File: src/rtl/plen_pkg.sv
package plen_pkg;

    // Field widths
    localparam int COORD_BITS   = 24;
    localparam int TOTAL_BITS   = 48;

    // Derived datapath widths
    localparam int SQ_BITS      = 2 * COORD_BITS;
    localparam int RAD_BITS     = SQ_BITS + 1;
    localparam int ROOT_BITS    = (RAD_BITS + 1) / 2;
    localparam int RAD_PAD_BITS = 2 * ROOT_BITS;
    localparam int REM_BITS     = ROOT_BITS + 2;
    localparam int CNT_BITS     = $clog2(ROOT_BITS + 1);

    // Sequencer states
    typedef enum logic [2:0] {
        S_IDLE,
        S_DIFF,
        S_MULX,
        S_MULY,
        S_SUM,
        S_ROOT,
        S_EMIT
    } t_state;

    // Absolute difference of two signed coordinates
    function automatic logic [COORD_BITS-1:0] abs_diff(
        input logic [COORD_BITS-1:0] a,
        input logic [COORD_BITS-1:0] b
    );
        logic [COORD_BITS:0] d;
        d = {a[COORD_BITS-1], a} - {b[COORD_BITS-1], b};
        if (d[COORD_BITS]) begin
            d = -d;
        end
        return d[COORD_BITS-1:0];
    endfunction

endpackage

File: src/rtl/plen_if.sv
// Vertex channel
interface plen_pt_if;
    import plen_pkg::*;

    logic                          valid;
    logic                          ready;
    logic signed [COORD_BITS-1:0]  point_x;
    logic signed [COORD_BITS-1:0]  point_y;
    logic                          last_point;

    modport source (output valid, point_x, point_y, last_point, input ready);
    modport sink   (input valid, point_x, point_y, last_point, output ready);
endinterface

// Result channel
interface plen_res_if;
    import plen_pkg::*;

    logic                   valid;
    logic                   ready;
    logic [TOTAL_BITS-1:0]  path_length;
    logic                   length_saturated;

    modport source (output valid, path_length, length_saturated, input ready);
    modport sink   (input valid, path_length, length_saturated, output ready);
endinterface

// Configuration write channel
interface plen_cfg_if;
    logic valid;
    logic ready;
    logic closed_path;

    modport source (output valid, closed_path, input ready);
    modport sink   (input valid, closed_path, output ready);
endinterface

File: src/rtl/polyline_length_xy_top.sv
// Polyline XY length. Vertices arrive one beat at a time on i_pt; each vertex
// after the first adds floor(sqrt(dx^2 + dy^2)) to a 48-bit saturating total,
// and the beat flagged last_point closes the polygon, adding the segment back
// to the first vertex when closed_path is set, and yields one result beat on
// o_res. Every vertex after the first goes through operand load, difference,
// two passes through one shared 24x24 multiplier, the sum, then the
// one-bit-per-cycle square root loop and its done pulse. A closing segment
// goes through the same steps, and the result is then handed to the output
// register. i_pt.ready is high only while the sequencer is idle. A result
// waiting on o_res does not stop the next vertex from being taken; it only
// holds the next polygon's end. closed_path may be written at any time via
// i_cfg and is sampled when the last vertex is accepted.
module polyline_length_xy_top (
    input  logic          i_clk,
    input  logic          i_rst_n,
    plen_pt_if.sink       i_pt,
    plen_res_if.source    o_res,
    plen_cfg_if.sink      i_cfg
);
    import plen_pkg::*;

    t_state                 r_state;
    t_state                 n_state;

    logic                   r_closed;
    logic                   r_in_poly;
    logic                   r_close_pend;
    logic                   r_last;
    logic [COORD_BITS-1:0]  r_start_x;
    logic [COORD_BITS-1:0]  r_start_y;
    logic [COORD_BITS-1:0]  r_prior_x;
    logic [COORD_BITS-1:0]  r_prior_y;
    logic [COORD_BITS-1:0]  r_ax;
    logic [COORD_BITS-1:0]  r_ay;
    logic [COORD_BITS-1:0]  r_bx;
    logic [COORD_BITS-1:0]  r_by;
    logic [COORD_BITS-1:0]  r_dx;
    logic [COORD_BITS-1:0]  r_dy;
    logic [SQ_BITS-1:0]     r_sqx;
    logic [SQ_BITS-1:0]     r_sqy;
    logic [TOTAL_BITS-1:0]  r_total;
    logic                   r_clamp;
    logic                   r_res_valid;
    logic [TOTAL_BITS-1:0]  r_res_len;
    logic                   r_res_sat;

    logic                   pt_ready;
    logic                   pt_acc;
    logic                   sq_start;
    logic                   sq_done;
    logic [ROOT_BITS-1:0]   sq_root;
    logic [RAD_BITS-1:0]    radicand;
    logic                   emit_go;
    logic [COORD_BITS-1:0]  mul_op;
    logic [SQ_BITS-1:0]     mul_prod;
    logic [TOTAL_BITS:0]    acc_sum;

    // Handshakes
    assign i_pt.ready  = pt_ready;
    assign pt_acc      = i_pt.valid && pt_ready;
    assign i_cfg.ready = 1'b1;

    // Shared squaring multiplier
    assign mul_op   = (r_state == S_MULX) ? r_dx : r_dy;
    assign mul_prod = SQ_BITS'(mul_op) * SQ_BITS'(mul_op);
    assign radicand = RAD_BITS'(r_sqx) + RAD_BITS'(r_sqy);

    // Saturating accumulate of the finished root
    assign acc_sum  = {1'b0, r_total} + (TOTAL_BITS + 1)'(sq_root);

    plen_sqrt u_sqrt (
        .i_clk      (i_clk),
        .i_rst_n    (i_rst_n),
        .i_start    (sq_start),
        .i_radicand (radicand),
        .o_done     (sq_done),
        .o_root     (sq_root)
    );

    // State register
    always_ff @(posedge i_clk) begin
        if (!i_rst_n) begin
            r_state <= S_IDLE;
        end else begin
            r_state <= n_state;
        end
    end

    // Next state and strobes
    always_comb begin
        n_state  = r_state;
        pt_ready = 1'b0;
        sq_start = 1'b0;
        emit_go  = 1'b0;
        unique case (r_state)
            S_IDLE: begin
                pt_ready = 1'b1;
                if (i_pt.valid) begin
                    if (r_in_poly) begin
                        n_state = S_DIFF;
                    end else if (i_pt.last_point) begin
                        n_state = S_EMIT;
                    end
                end
            end
            S_DIFF: n_state = S_MULX;
            S_MULX: n_state = S_MULY;
            S_MULY: n_state = S_SUM;
            S_SUM: begin
                sq_start = 1'b1;
                n_state  = S_ROOT;
            end
            S_ROOT: begin
                if (sq_done) begin
                    if (r_close_pend) begin
                        n_state = S_DIFF;
                    end else if (r_last) begin
                        n_state = S_EMIT;
                    end else begin
                        n_state = S_IDLE;
                    end
                end
            end
            S_EMIT: begin
                if (!r_res_valid || o_res.ready) begin
                    emit_go = 1'b1;
                    n_state = S_IDLE;
                end
            end
            default: n_state = S_IDLE;
        endcase
    end

    // Polygon control state, total and config
    always_ff @(posedge i_clk) begin
        if (!i_rst_n) begin
            r_closed     <= 1'b0;
            r_in_poly    <= 1'b0;
            r_close_pend <= 1'b0;
            r_total      <= '0;
            r_clamp      <= 1'b0;
        end else begin
            if (i_cfg.valid) begin
                r_closed <= i_cfg.closed_path;
            end
            if (pt_acc) begin
                if (!r_in_poly) begin
                    r_in_poly    <= 1'b1;
                    r_total      <= '0;
                    r_clamp      <= 1'b0;
                    r_close_pend <= 1'b0;
                end else begin
                    r_close_pend <= i_pt.last_point && r_closed;
                end
            end
            if (r_state == S_ROOT && sq_done) begin
                r_close_pend <= 1'b0;
                if (acc_sum[TOTAL_BITS]) begin
                    r_total <= '1;
                    r_clamp <= 1'b1;
                end else begin
                    r_total <= acc_sum[TOTAL_BITS-1:0];
                end
            end
            if (emit_go) begin
                r_in_poly <= 1'b0;
            end
        end
    end

    // Vertex and segment operands
    always_ff @(posedge i_clk) begin
        if (pt_acc) begin
            r_prior_x <= i_pt.point_x;
            r_prior_y <= i_pt.point_y;
            r_last    <= i_pt.last_point;
            if (!r_in_poly) begin
                r_start_x <= i_pt.point_x;
                r_start_y <= i_pt.point_y;
            end else begin
                r_ax <= r_prior_x;
                r_ay <= r_prior_y;
                r_bx <= i_pt.point_x;
                r_by <= i_pt.point_y;
            end
        end
        // Load the closing segment once the last open segment is in
        if (r_state == S_ROOT && sq_done && r_close_pend) begin
            r_ax <= r_prior_x;
            r_ay <= r_prior_y;
            r_bx <= r_start_x;
            r_by <= r_start_y;
        end
        if (r_state == S_DIFF) begin
            r_dx <= abs_diff(r_ax, r_bx);
            r_dy <= abs_diff(r_ay, r_by);
        end
        if (r_state == S_MULX) begin
            r_sqx <= mul_prod;
        end
        if (r_state == S_MULY) begin
            r_sqy <= mul_prod;
        end
    end

    // Output register: hold until the beat is taken
    always_ff @(posedge i_clk) begin
        if (!i_rst_n) begin
            r_res_valid <= 1'b0;
        end else if (emit_go) begin
            r_res_valid <= 1'b1;
        end else if (o_res.ready) begin
            r_res_valid <= 1'b0;
        end
    end

    always_ff @(posedge i_clk) begin
        if (emit_go) begin
            r_res_len <= r_total;
            r_res_sat <= r_clamp;
        end
    end

    assign o_res.valid            = r_res_valid;
    assign o_res.path_length      = r_res_len;
    assign o_res.length_saturated = r_res_sat;

endmodule

File: src/rtl/plen_sqrt.sv
// Bit-serial integer square root: one root bit per cycle, floor result.
module plen_sqrt (
    input  logic                           i_clk,
    input  logic                           i_rst_n,
    input  logic                           i_start,
    input  logic [plen_pkg::RAD_BITS-1:0]  i_radicand,
    output logic                           o_done,
    output logic [plen_pkg::ROOT_BITS-1:0] o_root
);
    import plen_pkg::*;

    logic                    r_busy;
    logic                    r_done;
    logic [CNT_BITS-1:0]     r_cnt;
    logic [RAD_PAD_BITS-1:0] r_rad;
    logic [REM_BITS-1:0]     r_rem;
    logic [ROOT_BITS-1:0]    r_root;

    logic [REM_BITS-1:0]     rem_shift;
    logic [REM_BITS-1:0]     trial;
    logic                    take;

    // Bring down the next pair and try the subtraction
    always_comb begin
        rem_shift = {r_rem[REM_BITS-3:0], r_rad[RAD_PAD_BITS-1 -: 2]};
        trial     = {r_root, 2'b01};
        take      = (rem_shift >= trial);
    end

    // Control: count iterations, pulse done after the last one
    always_ff @(posedge i_clk) begin
        if (!i_rst_n) begin
            r_busy <= 1'b0;
            r_done <= 1'b0;
            r_cnt  <= '0;
        end else begin
            r_done <= 1'b0;
            if (i_start) begin
                r_busy <= 1'b1;
                r_cnt  <= CNT_BITS'(ROOT_BITS);
            end else if (r_busy) begin
                r_cnt <= r_cnt - CNT_BITS'(1);
                if (r_cnt == CNT_BITS'(1)) begin
                    r_busy <= 1'b0;
                    r_done <= 1'b1;
                end
            end
        end
    end

    // Datapath: load on start, advance one digit per cycle
    always_ff @(posedge i_clk) begin
        if (i_start) begin
            r_rad  <= RAD_PAD_BITS'(i_radicand);
            r_rem  <= '0;
            r_root <= '0;
        end else if (r_busy) begin
            r_rad <= {r_rad[RAD_PAD_BITS-3:0], 2'b00};
            if (take) begin
                r_rem  <= rem_shift - trial;
                r_root <= {r_root[ROOT_BITS-2:0], 1'b1};
            end else begin
                r_rem  <= rem_shift;
                r_root <= {r_root[ROOT_BITS-2:0], 1'b0};
            end
        end
    end

    assign o_done = r_done;
    assign o_root = r_root;

endmodule

File: src/flat_wrapper.sv
// flat-port wrapper written by rule: the top's interface ports become plain ports
module polyline_length_xy_top_flat import plen_pkg::*;
  (i_clk, i_rst_n, i_pt_valid, i_pt_point_x, i_pt_point_y, i_pt_last_point, i_pt_ready, o_res_valid, o_res_path_length, o_res_length_saturated, o_res_ready, i_cfg_valid, i_cfg_closed_path, i_cfg_ready);
  plen_pt_if i_pt_i ();
  plen_res_if o_res_i ();
  plen_cfg_if i_cfg_i ();
  input  logic i_clk;
  input  logic i_rst_n;
  input wire logic [$bits(i_pt_i.valid)-1:0] i_pt_valid;
  input wire logic [$bits(i_pt_i.point_x)-1:0] i_pt_point_x;
  input wire logic [$bits(i_pt_i.point_y)-1:0] i_pt_point_y;
  input wire logic [$bits(i_pt_i.last_point)-1:0] i_pt_last_point;
  output wire logic [$bits(i_pt_i.ready)-1:0] i_pt_ready;
  output wire logic [$bits(o_res_i.valid)-1:0] o_res_valid;
  output wire logic [$bits(o_res_i.path_length)-1:0] o_res_path_length;
  output wire logic [$bits(o_res_i.length_saturated)-1:0] o_res_length_saturated;
  input wire logic [$bits(o_res_i.ready)-1:0] o_res_ready;
  input wire logic [$bits(i_cfg_i.valid)-1:0] i_cfg_valid;
  input wire logic [$bits(i_cfg_i.closed_path)-1:0] i_cfg_closed_path;
  output wire logic [$bits(i_cfg_i.ready)-1:0] i_cfg_ready;
  assign i_pt_i.valid = i_pt_valid;
  assign i_pt_i.point_x = i_pt_point_x;
  assign i_pt_i.point_y = i_pt_point_y;
  assign i_pt_i.last_point = i_pt_last_point;
  assign i_pt_ready = i_pt_i.ready;
  assign o_res_valid = o_res_i.valid;
  assign o_res_path_length = o_res_i.path_length;
  assign o_res_length_saturated = o_res_i.length_saturated;
  assign o_res_i.ready = o_res_ready;
  assign i_cfg_i.valid = i_cfg_valid;
  assign i_cfg_i.closed_path = i_cfg_closed_path;
  assign i_cfg_ready = i_cfg_i.ready;
  polyline_length_xy_top u_core (.i_clk(i_clk), .i_rst_n(i_rst_n), .i_pt(i_pt_i), .o_res(o_res_i), .i_cfg(i_cfg_i));
endmodule
File: config.mk
export PLATFORM = sky130hd
export DESIGN_NAME = polyline_length_xy_top_flat
export DESIGN_NICKNAME = d
export VERILOG_FILES = /design/src/rtl/plen_pkg.sv /design/src/rtl/plen_if.sv /design/src/rtl/polyline_length_xy_top.sv /design/src/rtl/plen_sqrt.sv /design/src/flat_wrapper.sv
export SDC_FILE = /design/constraint.sdc
export NUM_CORES = 2
export LEC_CHECK = 0
export ABC_AREA = 1
export BUFFER_PORTS_ARGS = -buffer_cell sky130_fd_sc_hd__buf_2
export CAP_MARGIN = 20
export CORE_ASPECT_RATIO = 1.25
export CORE_MARGIN = 2
export CORE_UTILIZATION = 49
export DETAILED_ROUTE_END_ITERATION = 10
export GPL_TIMING_DRIVEN = 1
export PLACE_DENSITY = 0.75
export SLEW_MARGIN = 20
export SYNTH_ARGS = -nofsm -noshare
export SYNTH_HDL_FRONTEND = slang
export SYNTH_HIERARCHICAL = 1
export SYNTH_SLANG_ARGS = --single-unit
export TNS_END_PERCENT = 10
File: constraint.sdc
create_clock -name i_clk -period 32.7 [get_ports i_clk]
set_input_delay 6.54 -clock i_clk [delete_from_list [all_inputs] [get_ports i_clk]]
set_output_delay 6.54 -clock i_clk [all_outputs]
set_load 0.005 [all_outputs]
==> results.sh <==
export IMPL_total_cts_buffers=55
export IMPL_pin_count=107
export IMPL_synth_sequential_area_ratio=0.3183
export IMPL_maxSlewHeadroom=0.3011
export IMPL_placeableCoreArea_um2=97210
export IMPL_cap_violations=0
export IMPL_timing_worst_setup_path_type="input pin to flip-flop"
export IMPL_grt_first_pass_wirelength_um=191200
export IMPL_worst_path_required_time_ns=32.94
export IMPL_timing_limited_maximum_frequency_mhz=113.3
export IMPL_postSynth_asyncResetShare=0
export IMPL_global_route_usage_total=0.2357
export IMPL_die_area_um2=100500
export IMPL_postSynthCellCount=5774
export IMPL_row_count=128
export IMPL_port_buffer_count=105
export IMPL_hold_path_end="u_core/r_ay[2]"
export IMPL_worst_hold_path_type="flip-flop to flip-flop"
export IMPL_cts_resized=0
export IMPL_detailed_place_area_um2=49940
export IMPL_post_detailed_route_count_of_antenna_violating_nets=0
export IMPL_r2r_end="u_core/r_sqx[37]"
export IMPL_detailedRoute_firstIterationViolations=2298
export IMPL_mappedNetlistNets=6574
export IMPL_tightest_hold_margin_ns=0.4150
export IMPL_worst_pin_slew_ns=1.040
export IMPL_placement_setup_worst_slack_ns=23.21
export IMPL_setup_viol=0
export IMPL_clock_tree_from_tritoncts="built"
export IMPL_crit_fanout=71
export IMPL_worst_slack_ns=23.87
export IMPL_yosys_warnings=6
export IMPL_tritoncts_num_sinks=547
export IMPL_h_tree_depth=2
export IMPL_cts_buffer_depth=3
export IMPL_worst_hold_start="u_core/r_prior_y[2]"
export IMPL_clkLatencyLatePin_ns=0.64
export IMPL_ys_flop_type="sky130_fd_sc_hd__edfxtp_1"
export IMPL_detail_route_first_pass_iterations=6
export IMPL_setup_repair_after_global_routing_missed_its_margin="false"
export IMPL_setup_total_neg_slack_ns=0
export IMPL_number_of_enable_flip_flop_cells_after_synthesis=433
export IMPL_hold_violations=0
export IMPL_post_cts_hold_buffer_count=0
export IMPL_syn_mean_instance_area_um2=8.315
export IMPL_routed_via_count=37200
export IMPL_floorplan_die_height_um=354.0
export IMPL_fin_crit_sh=0.2700
export IMPL_cp_start_kind="input pin"
export IMPL_grt_start_max_net_pins=82
export IMPL_path_clk_slew_ns=0.06
export IMPL_yosys_register_bits=547
export IMPL_route_detailed_wl_per_inst_um=16.44
export IMPL_status="finished clean"
export IMPL_timing_max_transition_violations_final=0
export IMPL_cp_common_cell="sky130_fd_sc_hd__buf_4"
export IMPL_initial_antenna_violation_count=0
export IMPL_timing_critical_path_slowest_cell_delay_ns=0.78
export IMPL_wirelength_um=118600
export IMPL_dieWidth_um=284.0
export IMPL_synthesis_area_um2=48010
export IMPL_grt_overflow=0
export IMPL_critPathArrivalTime_ns=9.07
export IMPL_post_route_min_period_ns=8.830
export IMPL_hold_depth=0
export IMPL_rr_startpoint="u_core/r_state[2]"
export IMPL_gp_routability_congestion=0.9684
export IMPL_r2r_setup_slack_ns=24.03
export IMPL_num_antenna_cells=0
export IMPL_worstPathCellList="buf_2, inv_1, nor2_4, buf_4, inv_2, o21ai_4, buf_4"
export IMPL_cts_repair_timing_setup_buffer_count=0
export IMPL_timing_reg2reg_worst_path_depth=28
export IMPL_floorplan_initialDensity=0.4939
export IMPL_critical_path_slowest_cell="sky130_fd_sc_hd__buf_4"
export IMPL_netlist_cell_type_count=59
export IMPL_final_net_count=6667
export IMPL_clock_tree_root_cell="sky130_fd_sc_hd__clkbuf_16"
export IMPL_layout_filler_cells=9035
export IMPL_final_layout_size_suffix_gt1_frac=0.07088
export IMPL_final_cell_area_um2=51790
export IMPL_routed_via_density=5.158
export IMPL_area_delta_synth_final_pct=7.870
export IMPL_capturing_element_type_of_the_critical_path="flip-flop"
export IMPL_grt_pass1_vias=38000
export IMPL_dp_wirelength_um=96020
export IMPL_fin_worst_skew_ns=0.03450
export IMPL_post_route_drc_violation_count=0
## cells in the mapped netlist (all sizes together) (12+ instances only)
cell    count  area, um^2
inv      1254        4707
a21oi     240        1231
dfxtp     114        2282
nand2    1368        5264
a21boi     12       90.09
o21ai     163       890.9
ha        319        3991
mux2       48       574.3
nand3     262        1409
nor3       41       210.2
a21o       22       165.2
clkbuf     49       183.9
fa        426        8528
buf        51       322.8
o21bai     28       210.2
xnor2      51       446.7
xor2       95       832.1
a31oi      45       281.5
edfxtp    433       13000
nand4      52       325.3
nor2      603        2397
o22ai      26       162.7
## worst max-delay path: cells and delay by family
family / cells / cell delay [ns]
buffers and inverters: 5 / 1.66
AO/OA/AOI/OAI: 1 / 0.70
AND/OR/NAND/NOR: 1 / 0.09
## layout make-up
class,instances,area [um^2],share of cell area
Clock inverter,36,409.1,0.007900
Clock buffer,65,1438,0.02776
Inverter,1259,4726,0.09125
Multi-Input combinational cell,3868,27550,0.5319
Sequential cell,547,15280,0.2951
Tap cell,1300,1627,0.03141
Timing Repair Buffer,136,758.2,0.01464
## logic make-up (layout without fill, tap and decap cells)
kind of cell | Yosys count | after routing | share of synthesized area
XOR/XNOR | 146 | 146 | 0.02663
buffers and inverters | 1359 | 1496 | 0.1090
AO/OA/AOI/OAI | 568 | 568 | 0.06841
adder cells (fa/ha/maj) | 745 | 745 | 0.2608
flip-flops | 547 | 547 | 0.3183
AND/OR/NAND/NOR | 2360 | 2360 | 0.2048
multiplexers | 48 | 48 | 0.01196
other | 1 | 1 | 0.00007810
## per-layer routing
layer,up-vias,global-route usage,wire [um]
li1,18270,-,-
met1,17540,0.2740,46780
met2,1049,0.4299,59820
met3,333,0.02816,5603
met4,0,0.1140,6348
met5,-,0,0
## cells in the final DEF, fill, tap and decap left out, drive strengths merged, types with 2 or more instances in the layout
cell type | netlist | final
o21a | 8 | 8
nor4 | 11 | 11
a221oi | 2 | 2
edfxtp | 433 | 433
xnor2 | 51 | 51
buf | 51 | 136
and3 | 6 | 6
o21bai | 28 | 28
o22ai | 26 | 26
nand3b | 11 | 11
ha | 319 | 319
inv | 1254 | 1258
or2 | 3 | 3
dfxtp | 114 | 114
a21oi | 240 | 240
mux2 | 48 | 48
nor3b | 2 | 2
clkinv | 5 | 26
nand4 | 52 | 52
nand2 | 1368 | 1368
bufinv | 0 | 6
o211ai | 5 | 5
clkinvlp | 0 | 5
o21ai | 163 | 163
a21o | 22 | 22
fa | 426 | 426
nor3 | 41 | 41
nor2 | 603 | 603
a21boi | 12 | 12
clkbuf | 49 | 65
o221ai | 2 | 2
a211oi | 8 | 8
a31oi | 45 | 45
o2111ai | 5 | 5
xor2 | 95 | 95
nand3 | 262 | 262
## worst max path at each step
stage                 startpoint          endpoint  slack, ns  cells after the start
2_1_floorplan         i_pt_valid    u_core/r_ax[0]      16.28                      4
3_3_place_gp          i_pt_valid    u_core/r_bx[5]      23.30                      7
3_5_place_dp          i_pt_valid    u_core/r_bx[5]      23.21                      7
4_1_cts               i_pt_valid    u_core/r_bx[8]      23.85                      7
5_1_grt        u_core/r_state[0]  u_core/r_sqx[37]      23.52                     29
6_report              i_pt_valid    u_core/r_bx[8]      23.87                      7
## registers in the layout (all words and copies together) (netlist names), 25 cells and up
signal	cells
u_core/u_sqrt/r_rad	50
u_core/o_res.path_length	48
u_core/r_total	48
u_core/r_sqx	47
u_core/r_sqy	47
u_core/u_sqrt/o_root	25
u_core/u_sqrt/r_rem	25
## per-stage QoR
stage,cells,utilization
2_1_floorplan,5774,-
3_3_place_gp,7110,0.5138
3_5_place_dp,7110,0.5138
4_1_cts,7211,0.5328
5_1_grt,7211,0.5328
6_report,7211,0.5328
Power is left out: the tool's default activity adds up to more than one toggle a clock period on the data nets, which glitch-free logic cannot reach.
